[src/design/dmab_pkg.sv]
// ----------------------------------------------------------------------------
// dmab_pkg
// Shared constants, codes and the colour level table for the word DMA
// sequencer with nibble blit.
// ----------------------------------------------------------------------------
package dmab_pkg;

    // address and field widths
    localparam int ADDR_W    = 22;
    localparam int WORD_W    = 16;
    localparam int CNT_REG_W = 8;
    localparam int TGT_W     = 3;
    localparam int DEV_W     = 3;
    localparam int IDX_W     = 8;
    localparam int RGB_W     = 24;
    localparam int PADDR_W   = 5;
    localparam int PDATA_W   = 32;

    // parameter defaults
    localparam int DEF_MAX_WORDS  = 256;
    localparam int DEF_MAX_BURSTS = 256;

    // register indexes
    localparam logic [2:0] REG_SRC_START  = 3'd0;
    localparam logic [2:0] REG_DST_START  = 3'd1;
    localparam logic [2:0] REG_WORDS      = 3'd2;
    localparam logic [2:0] REG_BURSTS     = 3'd3;
    localparam logic [2:0] REG_ALIGN      = 3'd4;
    localparam logic [2:0] REG_BLOCK_512  = 3'd5;
    localparam logic [2:0] REG_DEV_SEL    = 3'd6;
    localparam logic [2:0] REG_DIRECTION  = 3'd7;

    // input modes
    localparam logic MODE_START = 1'b0;
    localparam logic MODE_BEAT  = 1'b1;

    // device select codes
    localparam logic [DEV_W-1:0] DEV_RAM     = 3'd0;
    localparam logic [DEV_W-1:0] DEV_SPI     = 3'd1;
    localparam logic [DEV_W-1:0] DEV_IDE     = 3'd2;
    localparam logic [DEV_W-1:0] DEV_PALETTE = 3'd3;
    localparam logic [DEV_W-1:0] DEV_SPRITE  = 3'd4;

    // write target codes
    localparam logic [TGT_W-1:0] TGT_NONE    = 3'd0;
    localparam logic [TGT_W-1:0] TGT_RAM     = 3'd1;
    localparam logic [TGT_W-1:0] TGT_SPI     = 3'd2;
    localparam logic [TGT_W-1:0] TGT_IDE     = 3'd3;
    localparam logic [TGT_W-1:0] TGT_PALETTE = 3'd4;
    localparam logic [TGT_W-1:0] TGT_SPRITE  = 3'd5;

    // block sizes in bytes
    localparam logic [ADDR_W-1:0] BLK_256 = ADDR_W'(256);
    localparam logic [ADDR_W-1:0] BLK_512 = ADDR_W'(512);
    localparam logic [ADDR_W-1:0] LOW_256 = ADDR_W'('hFF);
    localparam logic [ADDR_W-1:0] LOW_512 = ADDR_W'('h1FF);
    localparam logic [ADDR_W-1:0] PTR_STEP = ADDR_W'(2);

    // 5-bit channel to 8-bit level, codes above 24 clamp to full scale
    function automatic logic [7:0] f_level(input logic [4:0] c);
        logic [7:0] v;
        case (c)
            5'd0:    v = 8'd0;
            5'd1:    v = 8'd10;
            5'd2:    v = 8'd21;
            5'd3:    v = 8'd31;
            5'd4:    v = 8'd42;
            5'd5:    v = 8'd53;
            5'd6:    v = 8'd63;
            5'd7:    v = 8'd74;
            5'd8:    v = 8'd85;
            5'd9:    v = 8'd95;
            5'd10:   v = 8'd106;
            5'd11:   v = 8'd117;
            5'd12:   v = 8'd127;
            5'd13:   v = 8'd138;
            5'd14:   v = 8'd149;
            5'd15:   v = 8'd159;
            5'd16:   v = 8'd170;
            5'd17:   v = 8'd181;
            5'd18:   v = 8'd191;
            5'd19:   v = 8'd202;
            5'd20:   v = 8'd213;
            5'd21:   v = 8'd223;
            5'd22:   v = 8'd234;
            5'd23:   v = 8'd245;
            default: v = 8'd255;
        endcase
        return v;
    endfunction

endpackage

[src/design/dma_burst_engine_with_blit_top.sv]
// An accepted word is held in the input register; its result is loaded into the
// result register once that register is empty or being read out. Throughput:
// one word per cycle while the result channel does not stall; the pointer and
// counter update in that pass is the only recurrence. Reset is synchronous,
// active low, and clears the configuration, pointers, counters and running flag.
// ----------------------------------------------------------------------------
// dma_burst_engine_with_blit_top
// Word DMA sequencer: bursts of 16-bit beats with aligned block wrap,
// nibble blit merge, device routing and palette colour conversion.
// ----------------------------------------------------------------------------
module dma_burst_engine_with_blit_top #(
    parameter int MAX_WORDS  = dmab_pkg::DEF_MAX_WORDS,
    parameter int MAX_BURSTS = dmab_pkg::DEF_MAX_BURSTS
) (
    input  logic                             i_clk,
    input  logic                             i_rst_n,
    // configuration port
    input  logic                             psel,
    input  logic                             penable,
    input  logic                             pwrite,
    input  logic [dmab_pkg::PADDR_W-1:0]     paddr,
    input  logic [dmab_pkg::PDATA_W-1:0]     pwdata,
    output logic [dmab_pkg::PDATA_W-1:0]     prdata,
    output logic                             pready,
    // input channel
    input  logic                             i_in_valid,
    output logic                             o_in_ready,
    input  logic                             i_mode,
    input  logic [dmab_pkg::WORD_W-1:0]      i_source_word,
    input  logic [dmab_pkg::WORD_W-1:0]      i_dest_old_word,
    input  logic [dmab_pkg::WORD_W-1:0]      i_device_word,
    // result channel
    output logic                             o_out_valid,
    input  logic                             i_out_ready,
    output logic [dmab_pkg::TGT_W-1:0]       o_write_target,
    output logic [dmab_pkg::ADDR_W-1:0]      o_write_address,
    output logic [dmab_pkg::IDX_W-1:0]       o_table_index,
    output logic [dmab_pkg::WORD_W-1:0]      o_write_word,
    output logic [dmab_pkg::RGB_W-1:0]       o_colour_rgb,
    output logic [dmab_pkg::ADDR_W-1:0]      o_next_source,
    output logic [dmab_pkg::ADDR_W-1:0]      o_next_dest,
    output logic                             o_last
);
    import dmab_pkg::*;

    // counter widths follow the parameter bounds, never wider than the count regs
    localparam int WCNT_W = (MAX_WORDS >= 256) ? CNT_REG_W :
                            ((MAX_WORDS <= 2) ? 1 : $clog2(MAX_WORDS));
    localparam int BCNT_W = (MAX_BURSTS >= 256) ? CNT_REG_W :
                            ((MAX_BURSTS <= 2) ? 1 : $clog2(MAX_BURSTS));
    localparam logic [CNT_REG_W-1:0] WMAX_LIM =
        CNT_REG_W'((MAX_WORDS - 1 > 255) ? 255 : MAX_WORDS - 1);
    localparam logic [CNT_REG_W-1:0] BMAX_LIM =
        CNT_REG_W'((MAX_BURSTS - 1 > 255) ? 255 : MAX_BURSTS - 1);

    // configuration registers
    logic [ADDR_W-1:0]    r_src_start;
    logic [ADDR_W-1:0]    r_dst_start;
    logic [CNT_REG_W-1:0] r_words;
    logic [CNT_REG_W-1:0] r_bursts;
    logic [1:0]           r_align;
    logic                 r_block_512;
    logic [DEV_W-1:0]     r_dev_sel;
    logic                 r_direction;

    logic       w_cfg_wr;
    logic [2:0] w_cfg_idx;

    assign pready    = 1'b1;
    assign w_cfg_idx = paddr[4:2];
    assign w_cfg_wr  = psel && penable && pwrite && pready;

    // register writes
    always_ff @(posedge i_clk) begin
        if (!i_rst_n) begin
            r_src_start <= '0;
            r_dst_start <= '0;
            r_words     <= '0;
            r_bursts    <= '0;
            r_align     <= '0;
            r_block_512 <= 1'b0;
            r_dev_sel   <= '0;
            r_direction <= 1'b0;
        end else if (w_cfg_wr) begin
            case (w_cfg_idx)
                REG_SRC_START: r_src_start <= pwdata[ADDR_W-1:0];
                REG_DST_START: r_dst_start <= pwdata[ADDR_W-1:0];
                REG_WORDS:     r_words     <= pwdata[CNT_REG_W-1:0];
                REG_BURSTS:    r_bursts    <= pwdata[CNT_REG_W-1:0];
                REG_ALIGN:     r_align     <= pwdata[1:0];
                REG_BLOCK_512: r_block_512 <= pwdata[0];
                REG_DEV_SEL:   r_dev_sel   <= pwdata[DEV_W-1:0];
                REG_DIRECTION: r_direction <= pwdata[0];
                default: ;
            endcase
        end
    end

    // register reads
    always_comb begin
        case (w_cfg_idx)
            REG_SRC_START: prdata = PDATA_W'(r_src_start);
            REG_DST_START: prdata = PDATA_W'(r_dst_start);
            REG_WORDS:     prdata = PDATA_W'(r_words);
            REG_BURSTS:    prdata = PDATA_W'(r_bursts);
            REG_ALIGN:     prdata = PDATA_W'(r_align);
            REG_BLOCK_512: prdata = PDATA_W'(r_block_512);
            REG_DEV_SEL:   prdata = PDATA_W'(r_dev_sel);
            REG_DIRECTION: prdata = PDATA_W'(r_direction);
            default:       prdata = '0;
        endcase
    end

    // input register
    logic              r_in_vld;
    logic              r_in_mode;
    logic [WORD_W-1:0] r_in_src;
    logic [WORD_W-1:0] r_in_dst;
    logic [WORD_W-1:0] r_in_dev;
    logic              r_out_vld;
    logic              w_fire;

    assign w_fire     = r_in_vld && (!r_out_vld || i_out_ready);
    assign o_in_ready = !r_in_vld || w_fire;

    always_ff @(posedge i_clk) begin
        if (!i_rst_n) begin
            r_in_vld <= 1'b0;
        end else if (o_in_ready) begin
            r_in_vld <= i_in_valid;
        end
    end

    always_ff @(posedge i_clk) begin
        if (i_in_valid && o_in_ready) begin
            r_in_mode <= i_mode;
            r_in_src  <= i_source_word;
            r_in_dst  <= i_dest_old_word;
            r_in_dev  <= i_device_word;
        end
    end

    // transfer state
    logic [ADDR_W-1:0] r_src_ptr, n_src_ptr;
    logic [ADDR_W-1:0] r_dst_ptr, n_dst_ptr;
    logic [ADDR_W-1:0] r_src_base, n_src_base;
    logic [ADDR_W-1:0] r_dst_base, n_dst_base;
    logic [WCNT_W-1:0] r_beat_cnt, n_beat_cnt;
    logic [BCNT_W-1:0] r_burst_cnt, n_burst_cnt;
    logic              r_running, n_running;

    // result fields
    logic [TGT_W-1:0]  n_target;
    logic [ADDR_W-1:0] n_waddr;
    logic [IDX_W-1:0]  n_tidx;
    logic [WORD_W-1:0] n_wdata;
    logic [RGB_W-1:0]  n_rgb;
    logic              n_last;

    // pointer stepping and burst limits
    logic [ADDR_W-1:0]    w_low, w_blk, w_src_inc, w_dst_inc, w_src_step, w_dst_step;
    logic [CNT_REG_W-1:0] w_wmax, w_bmax;
    logic                 w_sal, w_dal, w_burst_end, w_xfer_end;
    logic [WORD_W-1:0]    w_blit;

    assign w_sal     = r_align[0];
    assign w_dal     = r_align[1];
    assign w_low     = r_block_512 ? LOW_512 : LOW_256;
    assign w_blk     = r_block_512 ? BLK_512 : BLK_256;
    assign w_src_inc = r_src_ptr + PTR_STEP;
    assign w_dst_inc = r_dst_ptr + PTR_STEP;
    assign w_src_step = w_sal ? ((r_src_ptr & ~w_low) | (w_src_inc & w_low)) : w_src_inc;
    assign w_dst_step = w_dal ? ((r_dst_ptr & ~w_low) | (w_dst_inc & w_low)) : w_dst_inc;
    assign w_wmax      = (r_words > WMAX_LIM) ? WMAX_LIM : r_words;
    assign w_bmax      = (r_bursts > BMAX_LIM) ? BMAX_LIM : r_bursts;
    assign w_burst_end = CNT_REG_W'(r_beat_cnt) >= w_wmax;
    assign w_xfer_end  = CNT_REG_W'(r_burst_cnt) >= w_bmax;

    // blit keeps every nonzero source nibble
    always_comb begin
        for (int k = 0; k < WORD_W / 4; k++) begin
            w_blit[4*k +: 4] = (r_in_src[4*k +: 4] != 4'd0) ? r_in_src[4*k +: 4]
                                                            : r_in_dst[4*k +: 4];
        end
    end

    // one pass: write action and next pointers
    always_comb begin
        n_src_ptr   = r_src_ptr;
        n_dst_ptr   = r_dst_ptr;
        n_src_base  = r_src_base;
        n_dst_base  = r_dst_base;
        n_beat_cnt  = r_beat_cnt;
        n_burst_cnt = r_burst_cnt;
        n_running   = r_running;
        n_target    = TGT_NONE;
        n_waddr     = '0;
        n_tidx      = '0;
        n_wdata     = '0;
        n_rgb       = '0;
        n_last      = 1'b0;

        if (r_in_mode == MODE_START) begin
            n_src_base  = r_src_start;
            n_dst_base  = r_dst_start;
            n_src_ptr   = r_src_start;
            n_dst_ptr   = r_dst_start;
            n_beat_cnt  = '0;
            n_burst_cnt = '0;
            n_running   = 1'b1;
        end else if (r_running) begin
            // route the word by device
            case (r_dev_sel)
                DEV_RAM: begin
                    n_target = TGT_RAM;
                    n_waddr  = r_dst_ptr;
                    n_wdata  = r_direction ? w_blit : r_in_src;
                end
                DEV_SPI, DEV_IDE: begin
                    if (r_direction) begin
                        n_target = (r_dev_sel == DEV_SPI) ? TGT_SPI : TGT_IDE;
                        n_wdata  = r_in_src;
                    end else begin
                        n_target = TGT_RAM;
                        n_waddr  = r_dst_ptr;
                        n_wdata  = r_in_dev;
                    end
                end
                DEV_PALETTE: begin
                    n_target = TGT_PALETTE;
                    n_tidx   = r_dst_ptr[IDX_W:1];
                    n_wdata  = r_in_src;
                    n_rgb    = {f_level(r_in_src[14:10]), f_level(r_in_src[9:5]),
                                f_level(r_in_src[4:0])};
                end
                DEV_SPRITE: begin
                    n_target = TGT_SPRITE;
                    n_tidx   = r_dst_ptr[IDX_W:1];
                    n_wdata  = r_in_src;
                end
                default: ;
            endcase

            // advance pointers and counters
            if (w_burst_end) begin
                n_src_base = w_sal ? (r_src_base + w_blk) : w_src_step;
                n_dst_base = w_dal ? (r_dst_base + w_blk) : w_dst_step;
                n_src_ptr  = n_src_base;
                n_dst_ptr  = n_dst_base;
                n_beat_cnt = '0;
                if (w_xfer_end) begin
                    n_last      = 1'b1;
                    n_running   = 1'b0;
                    n_burst_cnt = '0;
                end else begin
                    n_burst_cnt = r_burst_cnt + BCNT_W'(1);
                end
            end else begin
                n_src_ptr  = w_src_step;
                n_dst_ptr  = w_dst_step;
                n_beat_cnt = r_beat_cnt + WCNT_W'(1);
            end
        end
    end

    // state update
    always_ff @(posedge i_clk) begin
        if (!i_rst_n) begin
            r_src_ptr   <= '0;
            r_dst_ptr   <= '0;
            r_src_base  <= '0;
            r_dst_base  <= '0;
            r_beat_cnt  <= '0;
            r_burst_cnt <= '0;
            r_running   <= 1'b0;
        end else if (w_fire) begin
            r_src_ptr   <= n_src_ptr;
            r_dst_ptr   <= n_dst_ptr;
            r_src_base  <= n_src_base;
            r_dst_base  <= n_dst_base;
            r_beat_cnt  <= n_beat_cnt;
            r_burst_cnt <= n_burst_cnt;
            r_running   <= n_running;
        end
    end

    // result register
    always_ff @(posedge i_clk) begin
        if (!i_rst_n) begin
            r_out_vld <= 1'b0;
        end else if (w_fire) begin
            r_out_vld <= 1'b1;
        end else if (i_out_ready) begin
            r_out_vld <= 1'b0;
        end
    end

    always_ff @(posedge i_clk) begin
        if (w_fire) begin
            o_write_target  <= n_target;
            o_write_address <= n_waddr;
            o_table_index   <= n_tidx;
            o_write_word    <= n_wdata;
            o_colour_rgb    <= n_rgb;
            o_next_source   <= n_src_ptr;
            o_next_dest     <= n_dst_ptr;
            o_last          <= n_last;
        end
    end

    assign o_out_valid = r_out_vld;

    // the final beat of a transfer leaves the sequencer idle
    a_last_stops: assert property (@(posedge i_clk) disable iff (!i_rst_n)
        (w_fire && n_last) |=> !r_running)
        else $error("running still set after final beat");

    // a beat while idle writes nothing
    a_idle_no_write: assert property (@(posedge i_clk) disable iff (!i_rst_n)
        (w_fire && r_in_mode == MODE_BEAT && !r_running) |=> (o_write_target == TGT_NONE))
        else $error("write issued while idle");

    // write address only carries a value for ram writes
    a_addr_ram_only: assert property (@(posedge i_clk) disable iff (!i_rst_n)
        (o_out_valid && o_write_target != TGT_RAM) |-> (o_write_address == '0))
        else $error("write address set for non-ram target");

    // beat counter never runs past the largest burst length the parameter allows
    a_beat_bound: assert property (@(posedge i_clk) disable iff (!i_rst_n)
        CNT_REG_W'(r_beat_cnt) <= WMAX_LIM)
        else $error("beat counter out of range");

endmodule
[config.mk]
export PLATFORM = sky130hd
export DESIGN_NAME = dma_burst_engine_with_blit_top
export DESIGN_NICKNAME = d
export VERILOG_FILES = /design/src/design/dmab_pkg.sv /design/src/design/dma_burst_engine_with_blit_top.sv
export SDC_FILE = /design/constraint.sdc
export NUM_CORES = 1
export LEC_CHECK = 0
export ABC_AREA = 1
export BUFFER_PORTS_ARGS = -buffer_cell sky130_fd_sc_hd__buf_2
export CORE_MARGIN = 2
export CORE_UTILIZATION = 60
export CTS_BUF_LIST = sky130_fd_sc_hd__clkbuf_4
export CTS_CLUSTER_DIAMETER = 120
export DETAILED_ROUTE_END_ITERATION = 8
export PLACE_DENSITY = 0.81
export SLEW_MARGIN = 30
export SYNTH_ARGS = -nofsm -noshare
export SYNTH_HDL_FRONTEND = slang
export SYNTH_SLANG_ARGS = --single-unit
[constraint.sdc]
create_clock -name i_clk -period 3.5 [get_ports i_clk]
set_input_delay 0.175 -clock i_clk [delete_from_list [all_inputs] [get_ports i_clk]]
set_output_delay 0.175 -clock i_clk [all_outputs]
set_load 0.01 [all_outputs]
==> impl_metrics.toml, run 1 <==
[clock_network]
path_clk_slew_ns = 0.09
postCtsSetupBuffers = 0
htree_levels = 3
clock_path_buffers = 3
clock_sinks = 332
cts_tree = "done"
numCtsBuffers = 86
insertion_delay_ns = 0.77
cts_root_buffer = "clkbuf_4"

[place]
dpl_cell_area_mm2 = 0.01876
post-place-cells = 2775
hpwl_mm = 34.36
place_ws_ns = 0.8252
port_buffers = 222
gp_congestion = 0.9084

[detailed_routing]
drt_first_pass_iters = 6
drc = 0
wire_per_inst_um = 18.23
drt-initial-drc-count = 1850
vias_per_cell = 5.846
drt-total-wl_mm = 55.12
num_vias = 17678
detail-route-antenna-nets = 0

[die]
fp.dieH_um = 175.0
start_util = 0.6093
fp.dieW_um = 175.0
ios = 246
num_rows = 62
die_area_mm2 = 0.03061
core-area_mm2 = 0.02878

[synth]
synth.distinct_cells = 56
synth_area_mm2 = 0.01754
yosysWarnings = 0
seq_area_frac_synth = 0.4692
synth_seq_cells = 332
synth.avg_cell_area_um2 = 7.773
synth_enable_flop_cells = 158
syn_inst = 2256
async_flop_share = 0
synth_ff_type = "dfxtp_1"

[timing]
relSlewSlack = 0.4171
timing.final.ws_setup_ns = 0.6505
hold_viol_final = 0
worstMarginPinSlew_ns = 0.8730
setup_viol = 0
rsz0062_at_grt = "false"
finalCriticalPeriod_ns = 2.850
fin_tns_setup_ns = 0
min_period_over_period = 0.8142
skew_ns = 0.06039
drv_slew = 0
fmax_ghz = 0.3509
hold_slack_ns = 0.1040

[power]
ir_drop_mv = 0.3782
power.total_mw = 8.533
p_per_area_mw_per_mm2 = 411.8
power.leakage_nw = 8.598

[cells_and_area]
layout_common_cells = "nand2_1 (573), nor2_1 (274), buf_2 (222), o21ai_0 (193), dfxtp_1 (174)"
final_area_mm2 = 0.02072
instances_no_fill = 3024
mostFrequentLayoutCell = "nand2_1"
fin_util = 0.7200
area_growth_pct = 18.17
drive_above_1_share = 0.1634
final_nets = 2699

[global_route]
first_global_vias = 16977
grt.overflow.total = 0
grt_pass1_wl_mm = 86.00
antenna_found_initial = 3
grt_start_max_net_pins = 83
track_usage = 0.3510

[critical_path]
path_max_fanout = 18
crit_path_end_kind = "output pin"
cp.arrival_ns = 2.67
crit_type = "input port to output pin"
required_ns = 3.32
startpoint_type = "input port"

[flow_run]
max_cap_viol_count = 0

[status]
status = "finished, final reports clean"

[hold_path]
min_path_type = "input port to flop"
path summary, 6_finish.rpt:
path	from	endpoint	slack, ns	cells past startpoint
max reg2reg	o_out_valid$_SDFFE_PN0P_	r_src_base[17]$_SDFFE_PN0P_	0.73	8
max	paddr[4]	prdata[1]	0.65	8
min	i_device_word[12]	r_in_dev[12]$_DFFE_PP_	0.10	2
min reg2reg	r_dst_base[5]$_SDFFE_PN0P_	r_dst_base[5]$_SDFFE_PN0P_	0.47	2
flip-flops by register name (all words and copies together) (netlist names), 15 cells and up:
| signal | count |
|---|---|
| o_write_word | 16 |
| r_in_dev | 16 |
| r_in_src | 16 |
| r_in_dst | 16 |
| r_dst_ptr | 22 |
| o_next_dest | 22 |
| r_dst_start | 22 |
| r_src_base | 22 |
| r_dst_base | 22 |
| r_src_start | 22 |
| o_write_address | 22 |
| o_next_source | 22 |
| r_src_ptr | 22 |
| o_colour_rgb | 15 |
layout make-up:
cell class	count	area (µm²)
timing repair buffer	332	2180
clock inverter	43	211.5
fill	2237	8058
tap	384	480.5
inverter	192	729.5
clock buffer	117	878.3
antenna	2	5.005
sequential	332	8228
multi-input combinational	1622	8010
per-layer routing:
| metal | GRT usage | routed length (µm) |
|---|---|---|
| met5 | 0 | 13 |
| met4 | 0.1851 | 3186 |
| met3 | 0.08225 | 5444 |
| met2 | 0.5812 | 25770 |
| met1 | 0.4270 | 20700 |
cells by family (layout without fill, tap and decap cells):
kind of cell | count (synthesis) | in the layout | share of synthesized area
other cells | 2 | 13 | 0.0004282
mux | 7 | 7 | 0.003996
fa+ha+maj | 40 | 40 | 0.02940
simple gates | 1050 | 1050 | 0.2480
xor+xnor | 38 | 38 | 0.01898
buf+inv | 311 | 684 | 0.07613
flops | 332 | 332 | 0.4692
compound gates | 476 | 476 | 0.1539
synthesized netlist by cell type, types with 13 or more instances:
cell / n / area [µm²]
inv_2: 13 / 48.80
nor3_1: 34 / 170.2
inv_1: 174 / 653.1
nand2_1: 574 / 2155
a31oi_1: 27 / 168.9
a21oi_1: 150 / 750.7
xor2_1: 33 / 289.0
nor2_1: 274 / 1028
nand4_1: 14 / 87.58
ha_1: 38 / 475.5
clkbuf_1: 49 / 183.9
buf_2: 29 / 145.1
o21ai_0: 193 / 965.9
o211ai_1: 46 / 345.3
nand3_1: 114 / 570.6
dfxtp_1: 174 / 3483
buf_4: 28 / 210.2
edfxtp_1: 158 / 4745
critical path, cell delays in order:
cell and delay, ns:
dlygate4sd3_1 0.55, buf_2 0.24, inv_2 0.05, nand2_1 0.28
clkinv_1 0.65, nand2_1 0.25, o2111ai_1 0.24, buf_2 0.23
timing repair:
item / CTS / global route
gates resized for setup: 0 / 0
endpoints found under the setup margin: 0 / 0
endpoints found under the hold margin: 125 / 0
hold buffers: 87 / 0
power by group:
group,switching (mW),internal (mW)
combinational,0.550,0.281
sequential,0.0909,4.20
clock,1.81,1.60
total,2.45,6.08
Power figures use the tool's default switching activity.
==> run 2, diff against run 1 <==
Settings changed: ABC_AREA 1 to 0.
Clock period 3.5 ns to 2.65 ns, I/O delays scaled along.
==> run 2 against run 1 <==
Effect of this change: final area increased by 1.0%; non-clock buffer count is 62 higher; largest cell class unchanged; clock power is 36% higher; core utilization increased by 1.5 points; register-to-register slack got worse by 0.65 ns; worst hold slack worse by 0.059 ns; wire length fell by 4.1%; global-route usage decreased by 0.56 points; highest routed layer is now met4; die area fell by 1.7%; sequential cell count unchanged; power increased by 32%; clock skew is essentially flat.
==> impl_metrics.toml, run 2 <==
[timing]
hold_slack_ns = 0.04521
rsz0062_at_grt = "true"
fin_tns_setup_ns = 0
hold_viol_final = 0
skew_ns = 0.06082
drv_slew = 0
relSlewSlack = 0.4121
min_period_over_period = 0.9708
fmax_ghz = 0.3887
setup_viol = 0
finalCriticalPeriod_ns = 2.573
worstMarginPinSlew_ns = 0.8818

[die]
core-area_mm2 = 0.02847
fp.dieW_um = 173.5
start_util = 0.6056
fp.dieH_um = 173.5
die_area_mm2 = 0.03011
ios = 246
num_rows = 62

[critical_path]
slowest_delay_ns = 0.41
crit_path_end_kind = "flop"
cp.arrival_ns = 3.20
r2r-start = "r_words[6]$_SDFFE_PN0P_"
reg2reg_to = "r_src_ptr[0]$_SDFFE_PN0P_"
required_ns = 3.28
cp_slowest_cell = "or3_1"
ff2ff_setup_slack_ns = 0.08
crit_type = "flop to flop"
r2r_cells = 9
crit_start = "r_words[6]$_SDFFE_PN0P_"
path_max_fanout = 9
startpoint_type = "flop"
cp_common_cell = "nand2_1"
path_cells = "inv_1 -> ha_1 -> nand2_1 -> nor2_1 -> a31o_4 -> buf_4 -> nand2_1 -> or3_1 -> a41oi_1"

[global_route]
grt.overflow.total = 0
grt_pass1_wl_mm = 82.47
antenna_found_initial = 1
first_global_vias = 15578
grt_start_max_net_pins = 102
track_usage = 0.3454

[hold_path]
holdPathEnd = "r_direction$_SDFFE_PN0P_"
hold_depth = 5
min_path_type = "input port to flop"
hp-start = "psel"

[synth]
yosysWarnings = 0
synth_ff_type = "dfxtp_1"
netlist.area_leader.share = 0.2752
synth_common_cells = "nand2_1 (254), dfxtp_1 (174), nor2_1 (160)"
synth_area_mm2 = 0.01724
synth.distinct_cells = 84
synth_seq_cells = 332
synth.avg_cell_area_um2 = 9.385
synth_enable_flop_cells = 158
seq_area_frac_synth = 0.4772
syn_inst = 1837
synth_top_area_cell = "edfxtp_1"
ys_top_cells_by_area = "edfxtp_1 (28%), dfxtp_1 (20%), nand2_1 (5.5%)"
synth.most_common_cell = "nand2_1"
async_flop_share = 0

[flow_run]
max_cap_viol_count = 0

[clock_network]
cts_root_buffer = "clkbuf_4"
htree_levels = 3
numCtsBuffers = 84
path_clk_slew_ns = 0.07
cts_tree = "done"
clock_sinks = 332
insertion_delay_ns = 0.75
clock_path_buffers = 3

[place]
post-place-cells = 2399
hpwl_mm = 35.34
dpl_cell_area_mm2 = 0.01895
gp_congestion = 0.9297
port_buffers = 222

[detailed_routing]
wire_per_inst_um = 20.06
drt_first_pass_iters = 6
detail-route-antenna-nets = 0
drt-initial-drc-count = 1879
drt-total-wl_mm = 52.84
vias_per_cell = 6.129
num_vias = 16145
drc = 0

[cells_and_area]
mostFrequentLayoutCell = "nand2_1"
drive_above_1_share = 0.2277
final_area_mm2 = 0.02094
area_growth_pct = 21.45
layout_common_cells = "nand2_1 (253), buf_2 (222), dfxtp_1 (174), nor2_1 (158), edfxtp_1 (158)"
final_nets = 2314
instances_no_fill = 2634

[power]
power.leakage_nw = 8.215
p_per_area_mw_per_mm2 = 536.3
power.total_mw = 11.23
ir_drop_mv = 0.3150

[status]
status = "finished, final reports clean"
==> run 2: changes by cell type in the layout (fill, tap and decap cells not counted), sizes merged, moves of 20 or more <==
cell / change
a211oi: +21
a22oi: +20
and2: +29
nand2: -326
nor2b: +20
a21oi: -58
mux2i: +53
o21ai: -98
nand3: -56
nor2: -132
buf: +71
xnor2: +38
inv: -139
==> run 2: layout make-up <==
| class | instances | area, µm² |
|---|---|---|
| fill | 2026 | 7531 |
| inverter | 52 | 195.2 |
| clock buffer | 124 | 930.9 |
| clock inverter | 30 | 215.2 |
| antenna | 1 | 2.502 |
| multi-input combinational | 1317 | 8219 |
| timing repair buffer | 394 | 2668 |
| tap | 384 | 480.5 |
| sequential | 332 | 8228 |
==> run 2: worst max-delay path by stage <==
stage,to,cells after the start
2_1_floorplan,o_next_source[11]$_DFFE_PP_,8
3_3_place_gp,o_next_source[11]$_DFFE_PP_,8
3_5_place_dp,o_next_dest[8]$_DFFE_PP_,9
4_1_cts,r_burst_cnt[6]$_SDFFE_PN0P_,10
5_1_grt,o_next_source[11]$_DFFE_PP_,8
6_report,r_src_ptr[0]$_SDFFE_PN0P_,9
==> run 2: report_power, final <==
part	total [mW]	internal (mW)	switching, mW
sequential	5.64	5.52	0.120
combinational	0.950	0.383	0.568
clock	4.64	2.46	2.18
total	11.2	8.36	2.87
==> run 2: repair_timing <==
action / 4_1_cts / 5_1_grt
pin swaps: 0 / 5
hold buffers: 78 / 0
resized for setup: 2 / 11
setup buffers: 0 / 2
setup endpoints to repair: 5 / 27
endpoints found under the hold margin: 132 / 0
==> run 2: stage by stage <==
stage	utilization	worst slack, ns
after floorplan	-	0.01250
after global placement	0.6656	0.05413
after detailed placement	0.6657	0.009786
after CTS	0.7338	0.004693
after global routing	0.7355	-0.02852
final	0.7355	0.07742
==> run 2: cells by family (layout without fill, tap and decap cells) <==
logic type	count (synthesis)	count (layout)	share of synthesized area
other	2	12	0.0004356
DFF	332	332	0.4772
adders and majority gates	43	43	0.03164
and+or+nand+nor	669	669	0.1779
AOI/OAI and AO/OA	446	446	0.1753
muxes	77	77	0.05051
buffers and inverters	197	600	0.05088
xor gates and xnor gates	71	71	0.03607
==> run 2: critical path: cells and delay by family, from the launching register on <==
kind / cells / cell delay (ns)
AO/OA/AOI/OAI: 2 / 0.56
AND/OR/NAND/NOR: 4 / 0.97
adder cells (fa/ha/maj): 1 / 0.27
flip-flops: 1 / 0.37
buffers and inverters: 2 / 0.30
==> run 2: per-layer routing <==
metal,up-vias,part of all wire,GRT usage
li1,7383,-,-
met1,7557,0.39,0.4531
met2,1050,0.45,0.5380
met3,155,0.12,0.08860
met4,0,0.037,0.1628
met5,-,0,0
==> run 3, diff against run 2 <==
Clock period 2.65 ns to 2.8 ns, I/O delays scaled along.
==> run 3 against run 2 <==
Effect of this change: final area shrank 0.18%; global-route usage rose by 0.51 points; highest routed layer unchanged; largest power group unchanged; via count grew 1.2%; clock power down 1%; sequential share of layout area increased by 0.071 points.
==> impl_metrics.toml, run 3 (same netlist as run 2, synthesis figures left out) <==
[detailed_routing]
drt-total-wl_mm = 53.65
drt_first_pass_iters = 6
vias_per_cell = 6.215
drt-initial-drc-count = 2215
num_vias = 16338
detail-route-antenna-nets = 0
drc = 0
wire_per_inst_um = 20.41

[cells_and_area]
multi_input_area_mm2 = 0.008203
final_area_mm2 = 0.02090
area_growth_pct = 21.24
final_nets = 2307
drive_above_1_share = 0.2237
mostFrequentLayoutCell = "nand2_1"
seqCellArea_mm2 = 0.008228
layout_common_cells = "nand2_1 (254), buf_2 (222), dfxtp_1 (174), edfxtp_1 (158), nor2_1 (157)"
fin_util = 0.7342
nFillCells = 2037

[hold_path]
min_path_type = "input port to flop"

[timing]
worstMarginPinSlew_ns = 0.8824
finalCriticalPeriod_ns = 2.710
fin_tns_setup_ns = 0
fmax_ghz = 0.3690
min_period_over_period = 0.9679
setup_viol = 0
drv_slew = 0
skew_ns = 0.05781
hold_viol_final = 0
relSlewSlack = 0.4117
hold_slack_ns = 0.06137

[clock_network]
cts_root_buffer = "clkbuf_4"
htree_levels = 3
numCtsBuffers = 87
insertion_delay_ns = 0.75
clock_sinks = 332
cts_tree = "done"
clock_path_buffers = 3
path_clk_slew_ns = 0.08

[place]
dpl_cell_area_mm2 = 0.01886
port_buffers = 222
hpwl_mm = 36.12
gp_congestion = 0.9357

[global_route]
antenna_found_initial = 1
grt.overflow.total = 0
track_usage = 0.3505
first_global_vias = 15688
grt_pass1_wl_mm = 83.77
grt_start_max_net_pins = 71

[die]
fp.dieH_um = 173.5
start_util = 0.6056
num_rows = 62
fp.dieW_um = 173.5
ios = 246
core-area_mm2 = 0.02847
die_area_mm2 = 0.03011

[critical_path]
r2r_cells = 9
path_max_fanout = 11
r2r-start = "r_words[5]$_SDFFE_PN0P_"
crit_end = "prdata[0]"
startpoint_type = "flop"
reg2reg_to = "r_src_ptr[0]$_SDFFE_PN0P_"
crit_start = "r_align[0]$_SDFFE_PN0P_"
crit_type = "flop to output pin"
ff2ff_setup_slack_ns = 0.11
crit_path_end_kind = "output pin"
cp.arrival_ns = 2.57
required_ns = 2.66

[status]
status = "finished, final reports clean"

[power]
ir_drop_mv = 0.3169
power.leakage_nw = 8.207
power.total_mw = 10.81
p_per_area_mw_per_mm2 = 517.3

[flow_run]
max_cap_viol_count = 0
-- run 3: power by group --
part,leakage (nW),internal (mW),total (mW),switching [mW]
clock,0.711,2.49,4.58,2.09
sequential,2.97,5.22,5.34,0.113
combinational,4.53,0.354,0.893,0.539
-- run 3: metal layers --
layer	GRT usage	up-vias	part of all wire
li1	-	7382	-
met1	0.4680	7701	0.39
met2	0.5477	1080	0.46
met3	0.07632	175	0.12
met4	0.1642	0	0.038
met5	0	-	0
-- run 3: how the worst min path moves through the flow --
stage                      from                  endpoint  slack [ns]  depth (start not counted)
4_1_cts                paddr[3]  r_direction$_SDFFE_PN0P_       0.002                          4
3_3_place_gp   i_device_word[2]     r_in_dev[2]$_DFFE_PP_        0.32                          1
6_report               paddr[3]  r_direction$_SDFFE_PN0P_        0.06                          4
5_1_grt                    psel  r_direction$_SDFFE_PN0P_        0.07                          5
2_1_floorplan  i_device_word[0]     r_in_dev[0]$_DFFE_PP_        0.24                          0
3_5_place_dp   i_device_word[4]     r_in_dev[4]$_DFFE_PP_        0.32                          1
-- run 3: worst max-delay path: stages, from the launching register on --
cell and delay (ns):
dfxtp_1 0.55, inv_2 0.22, buf_4 0.24, o21ai_0 0.17, a2bb2oi_1 0.08, o221ai_1 0.25
o41a_1 0.21, buf_2 0.13
-- run 3: timing repair --
action | in CTS | in global routing
hold endpoints to repair | 169 | 0
setup buffers | 0 | 2
gates resized for setup | 0 | 3
endpoints found under the setup margin | 0 | 42
hold buffers | 78 | 0
-- run 3: area by class of cell --
cell class                 count  share of cell area
sequential                   332              0.3937
multi-input combinational   1317              0.3925
timing repair buffer         384              0.1237
clock buffer                 129             0.04633
tap                          384             0.02299
clock inverter                30             0.01143
inverter                      52            0.009339
antenna                        1           0.0001197
-- run 3: through the flow --
step	setup slack, ns	std cells
after global placement	0.1415	2389
after CTS	0.01730	2626
after detailed placement	0.06260	2389
final	0.08980	2629
after floorplan	0.06104	1846
after global routing	-0.007733	2629
